===== config.mk =====
export PLATFORM = sky130hd
export DESIGN_NAME = x86_64_instruction_encoder
export DESIGN_NICKNAME = d
export VERILOG_FILES = /design/src/hdl/xie_pkg.sv /design/src/hdl/xie_front.sv /design/src/hdl/xie_queue.sv /design/src/hdl/xie_back.sv /design/src/hdl/x86_64_instruction_encoder.sv
export SDC_FILE = /design/constraint.sdc
export NUM_CORES = 1
export LEC_CHECK = 0
export CAP_MARGIN = 30
export CORE_MARGIN = 4
export CORE_UTILIZATION = 35
export DETAILED_ROUTE_END_ITERATION = 10
export DONT_BUFFER_PORTS = 1
export PLACE_DENSITY = 0.57
export SLEW_MARGIN = 40
export SYNTH_ARGS = -nofsm -noshare
export SYNTH_HDL_FRONTEND = slang
export SYNTH_SLANG_ARGS = --single-unit

===== constraint.sdc =====
create_clock -name clk -period 4.7 [get_ports clk]
set_input_delay 0.235 -clock clk [delete_from_list [all_inputs] [get_ports clk]]
set_output_delay 0.235 -clock clk [all_outputs]
set_load 0.02 [all_outputs]

===== src/hdl/xie_pkg.sv =====
package xie_pkg;

    // Longest instruction: REX + opcode + imm64
    localparam int MAX_BYTES   = 10;
    localparam int LEN_W       = 4;
    localparam int QUEUE_DEPTH = 2;

    // Form selector codes
    typedef enum logic [4:0] {
        F_MOV_RR, F_MOV_RI, F_MOV_ABS, F_STORE, F_LOAD, F_PUSH, F_POP, F_ADD_RR,
        F_ADD_RI, F_SUB_RR, F_SUB_RI, F_CMP_RR, F_CMP_RI, F_JMP, F_JE, F_JNE,
        F_JL, F_JG, F_JLE, F_JGE, F_JMP_IND, F_CALL_IND, F_RET, F_MOVSD,
        F_ADDSD, F_SUBSD, F_MULSD, F_DIVSD, F_CVTSI2SD, F_CVTTSD2SI, F_UCOMISD, F_XORPD
    } func_t;

    // Opcode and prefix bytes
    localparam logic [7:0] REX_BASE    = 8'h40;
    localparam logic [7:0] REX_B_ONLY  = 8'h41;
    localparam logic [7:0] OP_MOV_MR   = 8'h89;
    localparam logic [7:0] OP_MOV_RM   = 8'h8B;
    localparam logic [7:0] OP_ADD_MR   = 8'h01;
    localparam logic [7:0] OP_SUB_MR   = 8'h29;
    localparam logic [7:0] OP_CMP_MR   = 8'h39;
    localparam logic [7:0] OP_MOV_IMM  = 8'hC7;
    localparam logic [7:0] OP_ALU_IMM  = 8'h81;
    localparam logic [7:0] OP_MOV_ABS  = 8'hB8;
    localparam logic [7:0] OP_PUSH     = 8'h50;
    localparam logic [7:0] OP_POP      = 8'h58;
    localparam logic [7:0] OP_JMP_REL  = 8'hE9;
    localparam logic [7:0] OP_ESCAPE   = 8'h0F;
    localparam logic [7:0] OP_GRP5     = 8'hFF;
    localparam logic [7:0] OP_RET      = 8'hC3;
    localparam logic [7:0] PFX_SD      = 8'hF2;
    localparam logic [7:0] PFX_OPSIZE  = 8'h66;
    localparam logic [7:0] SIB_NO_IDX  = 8'h24;
    localparam logic [7:0] DISP8_ZERO  = 8'h00;

    // ModRM reg-field extensions
    localparam logic [2:0] EXT_ADD  = 3'd0;
    localparam logic [2:0] EXT_SUB  = 3'd5;
    localparam logic [2:0] EXT_CMP  = 3'd7;
    localparam logic [2:0] EXT_CALL = 3'd2;
    localparam logic [2:0] EXT_JMP  = 3'd4;
    localparam logic [1:0] MOD_REG  = 2'b11;
    localparam logic [1:0] MOD_IND  = 2'b00;
    localparam logic [1:0] MOD_D8   = 2'b01;

    // One encoded instruction, byte 0 is emitted first
    typedef struct packed {
        logic [MAX_BYTES-1:0][7:0] bytes;
        logic [LEN_W-1:0]          len;
    } entry_t;

endpackage


===== src/hdl/xie_front.sv =====
module xie_front
(
    input  logic [4:0]      func,
    input  logic [3:0]      dst_reg,
    input  logic [3:0]      src_reg,
    input  logic [63:0]     immediate,
    output xie_pkg::entry_t entry
);

    function automatic logic [7:0] rex_byte(input logic w, input logic [3:0] r,
                                            input logic [3:0] b);
        return {4'h4, w, r[3], 1'b0, b[3]};
    endfunction

    function automatic logic [7:0] modrm(input logic [1:0] md, input logic [2:0] rg,
                                         input logic [2:0] rm);
        return {md, rg, rm};
    endfunction

    function automatic logic [7:0] jcc_op(input xie_pkg::func_t f);
        case (f)
            xie_pkg::F_JE:  return 8'h84;
            xie_pkg::F_JNE: return 8'h85;
            xie_pkg::F_JL:  return 8'h8C;
            xie_pkg::F_JG:  return 8'h8F;
            xie_pkg::F_JLE: return 8'h8E;
            default:        return 8'h8D;
        endcase
    endfunction

    function automatic logic [7:0] sse_op(input xie_pkg::func_t f);
        case (f)
            xie_pkg::F_MOVSD:     return 8'h10;
            xie_pkg::F_ADDSD:     return 8'h58;
            xie_pkg::F_SUBSD:     return 8'h5C;
            xie_pkg::F_MULSD:     return 8'h59;
            xie_pkg::F_DIVSD:     return 8'h5E;
            xie_pkg::F_CVTSI2SD:  return 8'h2A;
            xie_pkg::F_CVTTSD2SI: return 8'h2C;
            xie_pkg::F_UCOMISD:   return 8'h2E;
            default:              return 8'h57;
        endcase
    endfunction

    xie_pkg::func_t f;
    logic [3:0]     base;
    logic [3:0]     rg;
    logic [7:0]     op;
    logic [7:0]     mr;
    logic [2:0]     ext;
    logic           wide;
    logic           need_rex;

    assign f = xie_pkg::func_t'(func);

    // Encode one request into its byte string
    always_comb
    begin
        entry    = '0;
        base     = (f == xie_pkg::F_STORE) ? dst_reg : src_reg;
        rg       = (f == xie_pkg::F_STORE) ? src_reg : dst_reg;
        op       = '0;
        mr       = '0;
        ext      = '0;
        wide     = (f == xie_pkg::F_CVTSI2SD) || (f == xie_pkg::F_CVTTSD2SI);
        need_rex = wide || dst_reg[3] || src_reg[3];
        case (f)
            xie_pkg::F_MOV_RR, xie_pkg::F_ADD_RR, xie_pkg::F_SUB_RR, xie_pkg::F_CMP_RR:
            begin
                op = (f == xie_pkg::F_MOV_RR) ? xie_pkg::OP_MOV_MR :
                     (f == xie_pkg::F_ADD_RR) ? xie_pkg::OP_ADD_MR :
                     (f == xie_pkg::F_SUB_RR) ? xie_pkg::OP_SUB_MR : xie_pkg::OP_CMP_MR;
                entry.bytes[0] = rex_byte(1'b1, src_reg, dst_reg);
                entry.bytes[1] = op;
                entry.bytes[2] = modrm(xie_pkg::MOD_REG, src_reg[2:0], dst_reg[2:0]);
                entry.len      = xie_pkg::LEN_W'(3);
            end
            xie_pkg::F_MOV_RI, xie_pkg::F_ADD_RI, xie_pkg::F_SUB_RI, xie_pkg::F_CMP_RI:
            begin
                ext = (f == xie_pkg::F_SUB_RI) ? xie_pkg::EXT_SUB :
                      (f == xie_pkg::F_CMP_RI) ? xie_pkg::EXT_CMP : xie_pkg::EXT_ADD;
                entry.bytes[0] = rex_byte(1'b1, 4'd0, dst_reg);
                entry.bytes[1] = (f == xie_pkg::F_MOV_RI) ? xie_pkg::OP_MOV_IMM
                                                          : xie_pkg::OP_ALU_IMM;
                entry.bytes[2] = modrm(xie_pkg::MOD_REG, ext, dst_reg[2:0]);
                for (int i = 0; i < 4; i++)
                begin
                    entry.bytes[3 + i] = immediate[8*i +: 8];
                end
                entry.len = xie_pkg::LEN_W'(7);
            end
            xie_pkg::F_MOV_ABS:
            begin
                entry.bytes[0] = rex_byte(1'b1, 4'd0, dst_reg);
                entry.bytes[1] = xie_pkg::OP_MOV_ABS | {5'd0, dst_reg[2:0]};
                for (int i = 0; i < 8; i++)
                begin
                    entry.bytes[2 + i] = immediate[8*i +: 8];
                end
                entry.len = xie_pkg::LEN_W'(10);
            end
            xie_pkg::F_STORE, xie_pkg::F_LOAD:
            begin
                // rsp/r12 need a SIB byte, rbp/r13 need a zero disp8
                entry.bytes[0] = rex_byte(1'b1, rg, base);
                entry.bytes[1] = (f == xie_pkg::F_STORE) ? xie_pkg::OP_MOV_MR
                                                         : xie_pkg::OP_MOV_RM;
                entry.bytes[2] = modrm((base[2:0] == 3'd5) ? xie_pkg::MOD_D8
                                                           : xie_pkg::MOD_IND,
                                       rg[2:0], base[2:0]);
                if (base[2:0] == 3'd4)
                begin
                    entry.bytes[3] = xie_pkg::SIB_NO_IDX;
                    entry.len      = xie_pkg::LEN_W'(4);
                end
                else if (base[2:0] == 3'd5)
                begin
                    entry.bytes[3] = xie_pkg::DISP8_ZERO;
                    entry.len      = xie_pkg::LEN_W'(4);
                end
                else
                begin
                    entry.len = xie_pkg::LEN_W'(3);
                end
            end
            xie_pkg::F_PUSH, xie_pkg::F_POP:
            begin
                op = ((f == xie_pkg::F_PUSH) ? xie_pkg::OP_PUSH : xie_pkg::OP_POP)
                     | {5'd0, dst_reg[2:0]};
                if (dst_reg[3])
                begin
                    entry.bytes[0] = xie_pkg::REX_B_ONLY;
                    entry.bytes[1] = op;
                    entry.len      = xie_pkg::LEN_W'(2);
                end
                else
                begin
                    entry.bytes[0] = op;
                    entry.len      = xie_pkg::LEN_W'(1);
                end
            end
            xie_pkg::F_JMP:
            begin
                entry.bytes[0] = xie_pkg::OP_JMP_REL;
                for (int i = 0; i < 4; i++)
                begin
                    entry.bytes[1 + i] = immediate[8*i +: 8];
                end
                entry.len = xie_pkg::LEN_W'(5);
            end
            xie_pkg::F_JE, xie_pkg::F_JNE, xie_pkg::F_JL, xie_pkg::F_JG,
            xie_pkg::F_JLE, xie_pkg::F_JGE:
            begin
                entry.bytes[0] = xie_pkg::OP_ESCAPE;
                entry.bytes[1] = jcc_op(f);
                for (int i = 0; i < 4; i++)
                begin
                    entry.bytes[2 + i] = immediate[8*i +: 8];
                end
                entry.len = xie_pkg::LEN_W'(6);
            end
            xie_pkg::F_JMP_IND, xie_pkg::F_CALL_IND:
            begin
                mr = modrm(xie_pkg::MOD_REG,
                           (f == xie_pkg::F_JMP_IND) ? xie_pkg::EXT_JMP : xie_pkg::EXT_CALL,
                           dst_reg[2:0]);
                if (dst_reg[3])
                begin
                    entry.bytes[0] = xie_pkg::REX_B_ONLY;
                    entry.bytes[1] = xie_pkg::OP_GRP5;
                    entry.bytes[2] = mr;
                    entry.len      = xie_pkg::LEN_W'(3);
                end
                else
                begin
                    entry.bytes[0] = xie_pkg::OP_GRP5;
                    entry.bytes[1] = mr;
                    entry.len      = xie_pkg::LEN_W'(2);
                end
            end
            xie_pkg::F_RET:
            begin
                entry.bytes[0] = xie_pkg::OP_RET;
                entry.len      = xie_pkg::LEN_W'(1);
            end
            default:
            begin
                // Double-precision SSE forms
                op = ((f == xie_pkg::F_UCOMISD) || (f == xie_pkg::F_XORPD))
                     ? xie_pkg::PFX_OPSIZE : xie_pkg::PFX_SD;
                mr = modrm(xie_pkg::MOD_REG, dst_reg[2:0], src_reg[2:0]);
                entry.bytes[0] = op;
                if (need_rex)
                begin
                    entry.bytes[1] = rex_byte(wide, dst_reg, src_reg);
                    entry.bytes[2] = xie_pkg::OP_ESCAPE;
                    entry.bytes[3] = sse_op(f);
                    entry.bytes[4] = mr;
                    entry.len      = xie_pkg::LEN_W'(5);
                end
                else
                begin
                    entry.bytes[1] = xie_pkg::OP_ESCAPE;
                    entry.bytes[2] = sse_op(f);
                    entry.bytes[3] = mr;
                    entry.len      = xie_pkg::LEN_W'(4);
                end
            end
        endcase
    end

endmodule


===== src/hdl/xie_queue.sv =====
module xie_queue
#(
    parameter int DEPTH = xie_pkg::QUEUE_DEPTH
)
(
    input  logic            clk,
    input  logic            rst_n,
    input  logic            push,
    input  xie_pkg::entry_t push_entry,
    output logic            has_room,
    input  logic            pop,
    output logic            has_entry,
    output xie_pkg::entry_t pop_entry
);

    localparam int PTR_W = (DEPTH > 1) ? $clog2(DEPTH) : 1;
    localparam int CNT_W = $clog2(DEPTH + 1);

    xie_pkg::entry_t  slot_reg [DEPTH];
    logic [PTR_W-1:0] wr_ptr_reg;
    logic [PTR_W-1:0] wr_ptr_next;
    logic [PTR_W-1:0] rd_ptr_reg;
    logic [PTR_W-1:0] rd_ptr_next;
    logic [CNT_W-1:0] count_reg;
    logic [CNT_W-1:0] count_next;

    assign has_room  = (count_reg != CNT_W'(DEPTH));
    assign has_entry = (count_reg != '0);
    assign pop_entry = slot_reg[rd_ptr_reg];

    // Pointer and fill count update
    always_comb
    begin
        wr_ptr_next = wr_ptr_reg;
        rd_ptr_next = rd_ptr_reg;
        count_next  = count_reg;
        if (push)
        begin
            wr_ptr_next = (wr_ptr_reg == PTR_W'(DEPTH - 1)) ? '0 : wr_ptr_reg + 1'b1;
        end
        if (pop)
        begin
            rd_ptr_next = (rd_ptr_reg == PTR_W'(DEPTH - 1)) ? '0 : rd_ptr_reg + 1'b1;
        end
        if (push && !pop)
        begin
            count_next = count_reg + 1'b1;
        end
        else if (!push && pop)
        begin
            count_next = count_reg - 1'b1;
        end
    end

    always_ff @(posedge clk or negedge rst_n)
    begin
        if (!rst_n)
        begin
            wr_ptr_reg <= '0;
            rd_ptr_reg <= '0;
            count_reg  <= '0;
        end
        else
        begin
            wr_ptr_reg <= wr_ptr_next;
            rd_ptr_reg <= rd_ptr_next;
            count_reg  <= count_next;
        end
    end

    // Storage
    always_ff @(posedge clk)
    begin
        if (push)
        begin
            slot_reg[wr_ptr_reg] <= push_entry;
        end
    end

    // Fill count never exceeds depth
    a_count_bound: assert property (@(posedge clk) disable iff (!rst_n)
        count_reg <= CNT_W'(DEPTH))
        else $error("queue count above depth");

    // Pointers are equal while the queue is empty
    a_ptr_gap: assert property (@(posedge clk) disable iff (!rst_n)
        (count_reg == '0) |-> (wr_ptr_reg == rd_ptr_reg))
        else $error("queue pointers differ while empty");

endmodule


===== src/hdl/xie_back.sv =====
module xie_back
(
    input  logic            clk,
    input  logic            rst_n,
    input  logic            has_entry,
    input  xie_pkg::entry_t head_entry,
    output logic            take,
    output logic            out_valid,
    input  logic            out_ready,
    output logic [7:0]      code_byte,
    output logic            last_byte
);

    logic [xie_pkg::MAX_BYTES-1:0][7:0] bytes_reg;
    logic [xie_pkg::MAX_BYTES-1:0][7:0] bytes_next;
    logic [xie_pkg::LEN_W-1:0]          left_reg;
    logic [xie_pkg::LEN_W-1:0]          left_next;
    logic                               cur_valid_reg;
    logic                               cur_valid_next;
    logic                               out_valid_reg;
    logic                               out_valid_next;
    logic [7:0]                         code_byte_reg;
    logic [7:0]                         code_byte_next;
    logic                               last_byte_reg;
    logic                               last_byte_next;
    logic                               emit;
    logic                               final_emit;

    assign emit       = cur_valid_reg && (!out_valid_reg || out_ready);
    assign final_emit = emit && (left_reg == xie_pkg::LEN_W'(1));
    assign take       = has_entry && (!cur_valid_reg || final_emit);

    assign out_valid = out_valid_reg;
    assign code_byte = code_byte_reg;
    assign last_byte = last_byte_reg;

    // Byte shifter and output register
    always_comb
    begin
        bytes_next     = bytes_reg;
        left_next      = left_reg;
        cur_valid_next = cur_valid_reg;
        out_valid_next = out_valid_reg;
        code_byte_next = code_byte_reg;
        last_byte_next = last_byte_reg;
        if (emit)
        begin
            out_valid_next = 1'b1;
            code_byte_next = bytes_reg[0];
            last_byte_next = (left_reg == xie_pkg::LEN_W'(1));
        end
        else if (out_ready)
        begin
            out_valid_next = 1'b0;
        end
        if (take)
        begin
            bytes_next     = head_entry.bytes;
            left_next      = head_entry.len;
            cur_valid_next = 1'b1;
        end
        else if (emit)
        begin
            bytes_next     = {8'h00, bytes_reg[xie_pkg::MAX_BYTES-1:1]};
            left_next      = left_reg - 1'b1;
            cur_valid_next = !final_emit;
        end
    end

    always_ff @(posedge clk or negedge rst_n)
    begin
        if (!rst_n)
        begin
            cur_valid_reg <= 1'b0;
            out_valid_reg <= 1'b0;
        end
        else
        begin
            cur_valid_reg <= cur_valid_next;
            out_valid_reg <= out_valid_next;
        end
    end

    always_ff @(posedge clk)
    begin
        bytes_reg     <= bytes_next;
        left_reg      <= left_next;
        code_byte_reg <= code_byte_next;
        last_byte_reg <= last_byte_next;
    end

    // A held instruction always has bytes left, within the longest form
    a_left_range: assert property (@(posedge clk) disable iff (!rst_n)
        cur_valid_reg |-> (left_reg != '0) && (left_reg <= xie_pkg::LEN_W'(xie_pkg::MAX_BYTES)))
        else $error("byte count out of range");

    // Final byte with nothing queued leaves the shifter empty
    a_drain: assert property (@(posedge clk) disable iff (!rst_n)
        (final_emit && !has_entry) |=> !cur_valid_reg)
        else $error("shifter not empty after final byte");

endmodule


===== src/hdl/x86_64_instruction_encoder.sv =====
// Channel   Signals                                      Direction  Handshake
// request   func, dst_reg, src_reg, immediate            in         in_valid / in_ready
// code      code_byte, last_byte                         out        out_valid / out_ready
//
// One code byte leaves per cycle unless the output stalls; an instruction of
// 1 to 10 bytes holds the byte shifter until its last byte leaves. A request is
// encoded in the cycle it is accepted; its first byte passes the queue slot, the
// shifter and the output register. The queue (QUEUE_DEPTH entries) takes requests
// while the shifter works or the output stalls. Reset clears the queue and valid flags.
module x86_64_instruction_encoder
#(
    parameter int QUEUE_DEPTH = xie_pkg::QUEUE_DEPTH
)
(
    input  logic        clk,
    input  logic        rst_n,
    input  logic        in_valid,
    output logic        in_ready,
    input  logic [4:0]  func,
    input  logic [3:0]  dst_reg,
    input  logic [3:0]  src_reg,
    input  logic [63:0] immediate,
    output logic        out_valid,
    input  logic        out_ready,
    output logic [7:0]  code_byte,
    output logic        last_byte
);

    xie_pkg::entry_t enc_entry;
    xie_pkg::entry_t head_entry;
    logic            has_room;
    logic            has_entry;
    logic            take;

    assign in_ready = has_room;

    // Encoder
    xie_front u_front
    (
        .func      (func),
        .dst_reg   (dst_reg),
        .src_reg   (src_reg),
        .immediate (immediate),
        .entry     (enc_entry)
    );

    // Request queue
    xie_queue #(.DEPTH(QUEUE_DEPTH)) u_queue
    (
        .clk        (clk),
        .rst_n      (rst_n),
        .push       (in_valid && has_room),
        .push_entry (enc_entry),
        .has_room   (has_room),
        .pop        (take),
        .has_entry  (has_entry),
        .pop_entry  (head_entry)
    );

    // Byte emitter
    xie_back u_back
    (
        .clk        (clk),
        .rst_n      (rst_n),
        .has_entry  (has_entry),
        .head_entry (head_entry),
        .take       (take),
        .out_valid  (out_valid),
        .out_ready  (out_ready),
        .code_byte  (code_byte),
        .last_byte  (last_byte)
    );

endmodule

==> impl_metrics.json <==
{
  "status": "complete, no violations",
  "gp_congestion": 0.872,
  "clk_pin_slew_worst_paths_ns": 0.06,
  "grt.met1_usage_pct": 24.1,
  "yosys_warnings": 0,
  "p_clk_share_pct": 29.9,
  "numCtsBuffers": 28,
  "fin_setup_tns_ns": 0,
  "p_leak_nw": 5.20,
  "wl_mm": 32.5,
  "holdBufCountCts": 77,
  "powerDensity_nw_per_um2": 516,
  "grt.met3_usage_pct": 3.93,
  "areaGrowthSynthToFinish_pct": 17.6,
  "crit_arrival_ns": 3.06,
  "hold_viol": 0,
  "synth_edf_count": 261,
  "die_x_um": 195,
  "via_count": 8048,
  "worst_pin_slew_ns": 0.772,
  "drt_iter0_drc": 900,
  "synth_ff_type": "edfxtp_1",
  "switching_power_w": 0.00210,
  "grt.met2_usage_pct": 24.6,
  "ys_seq_area_share_pct": 65.3,
  "syn_inst": 949,
  "clock_sinks": 267,
  "cp-start-kind": "flop",
  "n_antenna_cell": 0,
  "min_period_over_period_pct": 59.5,
  "rsz0062_at_grt": "no",
  "swShare_pct": 28.3,
  "dieArea_um2": 38000,
  "syn_area_per_cell_um2": 12.9,
  "num-fill-cells": 3292,
  "hold_path.class": "in -> async",
  "cp-end-kind": "flop",
  "synth-seq-cells": 267,
  "firstDrtPassIters": 7,
  "routedWlPerCell_um": 22.0,
  "max_freq_ghz": 0.357,
  "cts_root_buf": "clkbuf_16",
  "cts_setup_buffers": 0,
  "skew_ns": 0.0133,
  "largest_register_ffs": 168,
  "synth_cell_types": 66,
  "track_usage_pct": 16.5,
  "timing.final.max_slew_violations": 0,
  "synth_most_common_cell": "edfxtp_1",
  "reg2reg_to": "u_back.bytes_reg[39]$_DFFE_PP_",
  "die_h_um": 195,
  "grt_pass1_vias": 8047,
  "cts_tree": "yes",
  "intPower_w": 0.00531,
  "r2r-start": "u_back.left_reg[0]$_DFFE_PP_",
  "rrSetupSlack_ns": 1.90,
  "cts_buffer_depth": 3,
  "syn_nets": 1033,
  "yosys-top-cells-area": "edfxtp_1, mux2i_1, o21ai_0, nand2_1, buf_2",
  "grt_start_max_net_pins": 67,
  "timing.hold.ws_ns": 0.0200,
  "cts_resized": 0,
  "regArea_um2": 7990,
  "pwr-share-seq_pct": 49.4,
  "synth_top_cells_by_count": "edfxtp_1, nand2_1, o21ai_0, mux2i_1, buf_2",
  "syn_area_um2": 12200,
  "core_area_um2": 34500,
  "grt_pass1_wl_mm": 49.0,
  "yosys.area.top_type": "edfxtp_1",
  "grt_overflow": 0,
  "synth_async_sr_flop_share_pct": 2.25,
  "insertion_delay_ns": 0.54,
  "antenna_found_initial": 0,
  "path_class": "reg -> reg",
  "required_ns": 4.96,
  "rows": 68,
  "cap_violations": 0,
  "drc": 0,
  "setup_violations": 0,
  "cts-htree-levels": 1,
  "final_net_count": 1083,
  "ios": 92,
  "r2r_cells": 7,
  "dp_hpwl_mm": 21.1,
  "comb_power_share_pct": 20.6,
  "synth_top_area_share_pct": 64.1,
  "drtAntennaViolNets": 0,
  "vias_per_cell": 5.45,
  "portBuffers": 0,
  "critPathMaxFanout": 66,
  "final.min_clock_period_ns": 2.80,
  "layout-drive-gt1-share_pct": 8.91,
  "multi_input_area_um2": 3840,
  "relSlewSlack_pct": 47.9,
  "top_usage_layer": "met2",
  "start_util_pct": 35.4,
  "vdd_ir_drop_max_mv": 0.275
}
-- power groups by stage --
stage | sequential, W | combinational [W] | clock, W
final | 0.00366 | 0.00153 | 0.00222
after detailed placement | 0.00372 | 0.00148 | 0
after global placement | 0.00379 | 0.00133 | 0
after floorplan | 0.00361 | 0.00110 | 0
after CTS | 0.00367 | 0.00156 | 0.00227
after global routing | 0.00372 | 0.00170 | 0.00237
-- cells by family after synthesis --
kind of cell	count (synthesis)	synth area share (%)
AO/OA/AOI/OAI	251	13.5
XOR/XNOR	12	0.921
adder cells (fa/ha/maj)	4	0.389
buffers and inverters	83	3.58
flip-flops	267	65.3
multiplexers	82	6.71
AND/OR/NAND/NOR	250	9.53
-- worst max-delay path, cell delays in order, from the launching register on --
cell and delay (ns):
edfxtp_1 0.43, ha_1 0.22, nor3b_2 0.16, a21oi_1 0.18, nand2b_4 0.53, buf_12 0.28
buf_4 0.50, o21ai_0 0.20
-- through the flow --
step	setup slack (ns)	std cells	util, %	area [um2]	total power (W)
global placement	1.54	1340	36.2	12500	0.00512
finish	1.90	1476	41.6	14400	0.00741
CTS	1.83	1476	41.6	14400	0.00750
detailed placement	1.84	1347	36.6	12700	0.00520
global route	1.59	1476	41.6	14400	0.00779
floorplan	1.08	949	-	12200	0.00471
-- layer usage --
metal	share of wire [%]	wire length [um]	up-vias
li1	-	-	3714
met1	45	14700	3933
met2	44	14400	347
met3	7.8	2530	54
met4	2.5	809	0
met5	0	0	-
-- cell type report --
cell class,instances,share of cell area (%)
clock inverters,24,1.70
multi-input cells,599,26.7
repair buffers,92,6.86
well taps,455,3.96
flip-flops and latches,267,55.6
clock buffers,28,4.87
inverters,11,0.287
-- worst max path at each step --
stage	endpoint	from	depth (start not counted)
floorplan	u_back.bytes_reg[0]$_DFFE_PP_	u_back.left_reg[1]$_DFFE_PP_	8
global placement	u_back.bytes_reg[50]$_DFFE_PP_	u_back.left_reg[0]$_DFFE_PP_	5
detailed placement	u_back.bytes_reg[41]$_DFFE_PP_	u_back.left_reg[0]$_DFFE_PP_	7
CTS	u_back.bytes_reg[35]$_DFFE_PP_	u_back.left_reg[0]$_DFFE_PP_	7
global route	u_back.bytes_reg[35]$_DFFE_PP_	u_back.left_reg[0]$_DFFE_PP_	7
finish	u_back.bytes_reg[39]$_DFFE_PP_	u_back.left_reg[0]$_DFFE_PP_	7
-- cells in the final DEF (no fill, tap or decap), types with 9 or more instances in the layout --
| master | Yosys | layout |
|---|---|---|
| edfxtp_1 | 261 | 261 |
| nand2_1 | 125 | 124 |
| o21ai_0 | 99 | 99 |
| mux2i_1 | 82 | 82 |
| dlygate4sd3_1 | 0 | 77 |
| nor2_1 | 34 | 33 |
| a21oi_1 | 33 | 33 |
| and2_1 | 29 | 29 |
| clkbuf_16 | 0 | 28 |
| a22o_1 | 20 | 20 |
| a222oi_1 | 14 | 14 |
| a221oi_1 | 10 | 10 |
| nand3_1 | 10 | 10 |
| nand2b_1 | 12 | 10 |
| nor3_1 | 10 | 9 |
(Power assumes the default switching activity.)
